$ cat src/sv/dsi_pkg.sv
// Shared constants, codes and controller/datapath interface types of the depth sorter.
package dsi_pkg;

    localparam int MAX_ENTRIES_DEF = 64;
    localparam int TAG_BITS_DEF    = 8;

    localparam int COORD_W    = 32;
    localparam int KEY_W      = 32;
    localparam int OFS_W      = 30;
    localparam int OUT_TAG_W  = 8;
    localparam int IN_TAG_W   = 8;
    localparam int SQ_W       = 64;
    localparam int ACC_W      = 66;
    localparam int ROOT_W     = 32;
    localparam int CFG_ADDR_W = 3;
    localparam int CFG_DATA_W = 32;

    localparam int S_TDATA_W  = 104;
    localparam int S_TUSER_W  = 2;
    localparam int M_TDATA_W  = 40;
    localparam int M_TUSER_W  = 2;

    typedef enum logic [CFG_ADDR_W-1:0] {
        CFG_EYE_X         = 3'd0,
        CFG_EYE_Y         = 3'd1,
        CFG_EYE_Z         = 3'd2,
        CFG_GROUND_OFFSET = 3'd3,
        CFG_MAP_OFFSET    = 3'd4
    } cfg_idx_t;

    typedef enum logic [1:0] {
        AXIS_X = 2'd0,
        AXIS_Y = 2'd1,
        AXIS_Z = 2'd2
    } axis_t;

    typedef struct packed {
        logic  capture;
        logic  set_ovf;
        logic  diff;
        logic  mul_en;
        axis_t mul_sel;
        logic  acc_load;
        logic  acc_add;
        logic  sqrt_start;
        logic  key_load;
        logic  scan_init;
        logic  rd_scan;
        logic  rd_scan_next;
        logic  wr_new;
        logic  wr_shift;
        logic  drain_init;
        logic  rd_drain;
        logic  out_load_entry;
        logic  out_load_empty;
        logic  drain_done;
    } dsi_cmd_t;

    typedef struct packed {
        logic full;
        logic sqrt_done;
        logic p_zero;
        logic p_one;
        logic key_ge;
        logic cnt_zero;
        logic out_take;
        logic out_last;
    } dsi_sts_t;

endpackage

$ cat src/sv/dsi_ctrl.sv
// Controller state machine sequencing insert and drain through the datapath.
module dsi_ctrl (
    input  logic              clk,
    input  logic              rstn,
    input  logic              in_valid,
    input  logic              in_mode,
    output logic              in_ready,
    input  dsi_pkg::dsi_sts_t sts,
    output dsi_pkg::dsi_cmd_t cmd
);

    typedef enum logic [13:0] {
        ST_IDLE      = 14'b00000000000001,
        ST_DIFF      = 14'b00000000000010,
        ST_SQ_X      = 14'b00000000000100,
        ST_SQ_Y      = 14'b00000000001000,
        ST_SQ_Z      = 14'b00000000010000,
        ST_SQ_ACC    = 14'b00000000100000,
        ST_SQRT_GO   = 14'b00000001000000,
        ST_SQRT_WAIT = 14'b00000010000000,
        ST_KEY       = 14'b00000100000000,
        ST_INS_START = 14'b00001000000000,
        ST_INS_CMP   = 14'b00010000000000,
        ST_DR_RD     = 14'b00100000000000,
        ST_DR_LD     = 14'b01000000000000,
        ST_DR_OUT    = 14'b10000000000000
    } state_t;

    state_t state_reg, state_next;

    always_ff @(posedge clk) begin
        if (!rstn) begin
            state_reg <= ST_IDLE;
        end else begin
            state_reg <= state_next;
        end
    end

    always_comb begin
        cmd        = '0;
        in_ready   = 1'b0;
        state_next = state_reg;
        case (state_reg)
            ST_IDLE: begin
                in_ready = 1'b1;
                if (in_valid) begin
                    if (in_mode) begin
                        cmd.drain_init = 1'b1;
                        state_next     = ST_DR_RD;
                    end else if (sts.full) begin
                        cmd.set_ovf = 1'b1;
                    end else begin
                        cmd.capture = 1'b1;
                        state_next  = ST_DIFF;
                    end
                end
            end
            ST_DIFF: begin
                cmd.diff   = 1'b1;
                state_next = ST_SQ_X;
            end
            ST_SQ_X: begin
                cmd.mul_en  = 1'b1;
                cmd.mul_sel = dsi_pkg::AXIS_X;
                state_next  = ST_SQ_Y;
            end
            ST_SQ_Y: begin
                cmd.mul_en   = 1'b1;
                cmd.mul_sel  = dsi_pkg::AXIS_Y;
                cmd.acc_load = 1'b1;
                state_next   = ST_SQ_Z;
            end
            ST_SQ_Z: begin
                cmd.mul_en  = 1'b1;
                cmd.mul_sel = dsi_pkg::AXIS_Z;
                cmd.acc_add = 1'b1;
                state_next  = ST_SQ_ACC;
            end
            ST_SQ_ACC: begin
                cmd.acc_add = 1'b1;
                state_next  = ST_SQRT_GO;
            end
            ST_SQRT_GO: begin
                cmd.sqrt_start = 1'b1;
                state_next     = ST_SQRT_WAIT;
            end
            ST_SQRT_WAIT: begin
                if (sts.sqrt_done) begin
                    state_next = ST_KEY;
                end
            end
            ST_KEY: begin
                cmd.key_load  = 1'b1;
                cmd.scan_init = 1'b1;
                state_next    = ST_INS_START;
            end
            ST_INS_START: begin
                if (sts.p_zero) begin
                    cmd.wr_new = 1'b1;
                    state_next = ST_IDLE;
                end else begin
                    cmd.rd_scan = 1'b1;
                    state_next  = ST_INS_CMP;
                end
            end
            ST_INS_CMP: begin
                if (sts.key_ge) begin
                    cmd.wr_new = 1'b1;
                    state_next = ST_IDLE;
                end else begin
                    cmd.wr_shift = 1'b1;
                    if (sts.p_one) begin
                        state_next = ST_INS_START;
                    end else begin
                        cmd.rd_scan_next = 1'b1;
                    end
                end
            end
            ST_DR_RD: begin
                if (sts.cnt_zero) begin
                    cmd.out_load_empty = 1'b1;
                    state_next         = ST_DR_OUT;
                end else begin
                    cmd.rd_drain = 1'b1;
                    state_next   = ST_DR_LD;
                end
            end
            ST_DR_LD: begin
                cmd.out_load_entry = 1'b1;
                state_next         = ST_DR_OUT;
            end
            ST_DR_OUT: begin
                if (sts.out_take) begin
                    if (sts.out_last) begin
                        cmd.drain_done = 1'b1;
                        state_next     = ST_IDLE;
                    end else begin
                        cmd.rd_drain = 1'b1;
                        state_next   = ST_DR_LD;
                    end
                end
            end
            default: begin
                state_next = ST_IDLE;
            end
        endcase
    end

endmodule

$ cat config.mk
export PLATFORM = sky130hd
export DESIGN_NAME = dsi_ctrl
export DESIGN_NICKNAME = d
export VERILOG_FILES = /design/src/sv/dsi_pkg.sv /design/src/sv/dsi_ctrl.sv
export SDC_FILE = /design/constraint.sdc
export NUM_CORES = 1
export LEC_CHECK = 0
export BUFFER_PORTS_ARGS = -buffer_cell sky130_fd_sc_hd__buf_4
export CORE_MARGIN = 3
export CORE_UTILIZATION = 30
export DETAILED_ROUTE_END_ITERATION = 8
export PLACE_DENSITY = 0.57
export SLEW_MARGIN = 10
export SYNTH_ARGS = -nofsm -noshare
export SYNTH_HDL_FRONTEND = slang
export SYNTH_SLANG_ARGS = --single-unit
$ cat constraint.sdc
create_clock -name clk -period 2 [get_ports clk]
set_clock_uncertainty 0.15 [all_clocks]
set_input_delay 0.3 -clock clk [delete_from_list [all_inputs] [get_ports clk]]
set_output_delay 0.3 -clock clk [all_outputs]
set_load 0.02 [all_outputs]
==> results.md <==
- DRC: 0
- Reg clk slew, reported paths: about 60 ps
- R2r startpoint: state_reg[4]
- RSZ-0062 raised after global routing: true
- Final WS setup: -428 ps
- Antenna diodes: 0
- Pin slew with the least headroom to its limit: 498 ps
- Final Slew Violations: 0
- Drt first pass iters: 4
- Layout cells sized above 1: 61.2%
- Placed wire-length estimate: 2.87 mm
- WS Path Type: reg2out
- Vias: ~1400
- Worst skew pair latency: 240 ps
- Via-per-instance ratio: 5.18
- Place WS: -193 ps
- Ys async rst share: 0%
- Hold Crit Class: in2reg
- Worst hold slack: around 110 ps
- I/O pin count: 33
- Sequential share of the synthesized area: 25.4%
- Crit end category: output pin
- Synthesized area: 1100 um^2
- WP data arrival: 1980 ps
- Clock Sinks: 14
- FF/Latch Area: 287 um^2
- CTS Buf Count: 3
- Core box area: approximately 3400 um^2
- Final setup vio count: 33
- Root buf cell: clkbuf_8
- Fin cells: between 200 and 300
- Maximum VDD drop: roughly 0.00046 V
- WP data required: 1550 ps
- Status: finished, violations left
- Overall Global Routing Usage: approximately 20%
- Worst-path fanout max: 4
- Core Rows: 21
- Most frequent cells in the layout: buf_4, buf_6, nor2_1, o21ai_0, nor2_4
- Hold Path Origin: in_mode
- CTS tree: done
- F_max: approximately 410 MHz
- Final Cycle Share: 121%
- Synth Instances: 152
- Leading cell type in the layout, fill and taps excluded: buf_4
- Pwr Density: roughly 600 nW/um^2
- Startpoint Class: flip-flop
- Dpl cells: 256
- First-pass GRT wire length: 6.63 mm
- Synthesized flop and latch total: 14
- Synth cell types: between 40 and 50
- Starting Density: around 32%
- Synth warnings: 0
- Placer Congestion: approximately 0.91
- Multi-input gate area: 1000 um^2
- Maxcap violations: 0
- Max Buffers Root-to-Sink: 2
- # fillers: 304
- Final Critical Period: between 2000 and 2500 ps
- WL/cell: 15.0 um
- Htree depth: 1
- Port Buffers: 32
- Main flop type after synthesis: dfxtp_1
- Nets: 237
- Final ANT Viol Nets: 0
- Violated checks: setup timing
- Final hold violation count: 0
- Beginning of the critical path: state_reg[4]
- Post-synth EDFFs: 0
- Vias in the first global route: 1484
- P&R area growth vs syn: 96.0%
- Total die area: 4440 um^2
- Initial antenna violation count: 0
- DRT iter0 DRCs: 58
- Chip Height: 66.7 um
- Syn Nets: 164
- Post-Syn Area per Cell: slightly above 7 um^2
- GRT Residual Overflow: 0
- Leak: 0.928 nW
- Worst slew margin: 66.7%
- Die Wd: ~67 um
- Largest net degree at the start of global routing: 15
- Drt total wl: around 4.0 mm
- # hold bufs at CTS: 0
- Max reg flops: 14
[routing by layer]
layer | up-vias | wire, um | GRT usage (%) | part of all wire (%)
met5 | - | 0 | 0 | 0
met4 | 0 | 122 | 9.90 | 3.0
met3 | 12 | 203 | 2.87 | 5.0
met2 | 44 | 2120 | 36.1 | 52
met1 | 653 | 1600 | 21.4 | 39
li1 | 690 | - | - | -
[cells in the mapped netlist (2+ instances only)]
library cell | n | area (um^2)
xor2_1 | 4 | 35.0
clkbuf_1 | 6 | 22.5
inv_1 | 9 | 33.8
nand2_1 | 5 | 18.8
nor2b_1 | 2 | 12.5
nor3b_1 | 3 | 22.5
nand2b_1 | 4 | 25.0
dfxtp_1 | 14 | 280
buf_2 | 3 | 15.0
a21oi_1 | 3 | 15.0
and4b_1 | 3 | 30.0
o21ai_0 | 12 | 60.1
buf_6 | 3 | 33.8
nor4_1 | 5 | 31.3
and3_1 | 3 | 18.8
nand3_1 | 6 | 30.0
nor2_1 | 25 | 93.8
nor4b_1 | 2 | 17.5
and4_1 | 2 | 17.5
nand3b_1 | 2 | 15.0
nor3_1 | 11 | 55.1
[final cells by class]
| cell class | instances | area share [%] |
|---|---|---|
| inverters | 9 | 1.56 |
| well taps | 46 | 2.66 |
| repair buffers | 82 | 33.7 |
| clock buffers | 4 | 2.54 |
| multi-input cells | 115 | 46.3 |
| flip-flops and latches | 14 | 13.2 |
[metrics by stage]
step / utilization, % / TNS [ps] / power, mW / cell area [um^2]
detailed placement: 49.1 / -3960 / 0.850 / 1690
global route: 62.8 / -11840 / 1.37 / 2160
global placement: 49.1 / -3570 / 0.841 / 1690
floorplan: - / -1420 / 0.596 / 1160
CTS: 57.8 / -6970 / 1.22 / 1990
finish: 62.8 / -9010 / 1.29 / 2160
[logic make-up after synthesis]
logic type | after synthesis | share of synthesized area, %
AO/OA/AOI/OAI | 25 | 14.4
XOR/XNOR | 5 | 3.97
buffers and inverters | 23 | 10.7
flip-flops | 14 | 25.4
AND/OR/NAND/NOR | 85 | 45.6
[worst max-delay path: stages (launching register included)]
cell     delay, ps
dfxtp_2        320
or4_4          570
nor4_4         260
buf_4          190
nand2_4         50
nor3b_2        170
buf_4          160
[where the power goes]
| part | switching [mW] | total, mW | internal [mW] |
|---|---|---|---|
| Combinational | 0.341 | 0.705 | 0.364 |
| Sequential | 0.0157 | 0.308 | 0.293 |
| Clock | 0.101 | 0.275 | 0.174 |
| Total | 0.458 | 1.29 | 0.831 |
[worst paths after layout]
check	endpoint	slack, ps	cells after the start
min reg2reg	state_reg[3]	530	3
max reg2reg	state_reg[3]	-270	8
max	cmd[17]	-430	6
min	state_reg[1]	110	2
[repair_timing]
action / 4_1_cts / 5_1_grt
pin swaps: 10 / 16
gates resized for setup: 48 / 30
buffers inserted: 3 / 9
setup endpoints to repair: 34 / 34
Note: power is estimated with default switching activity, not from simulation.
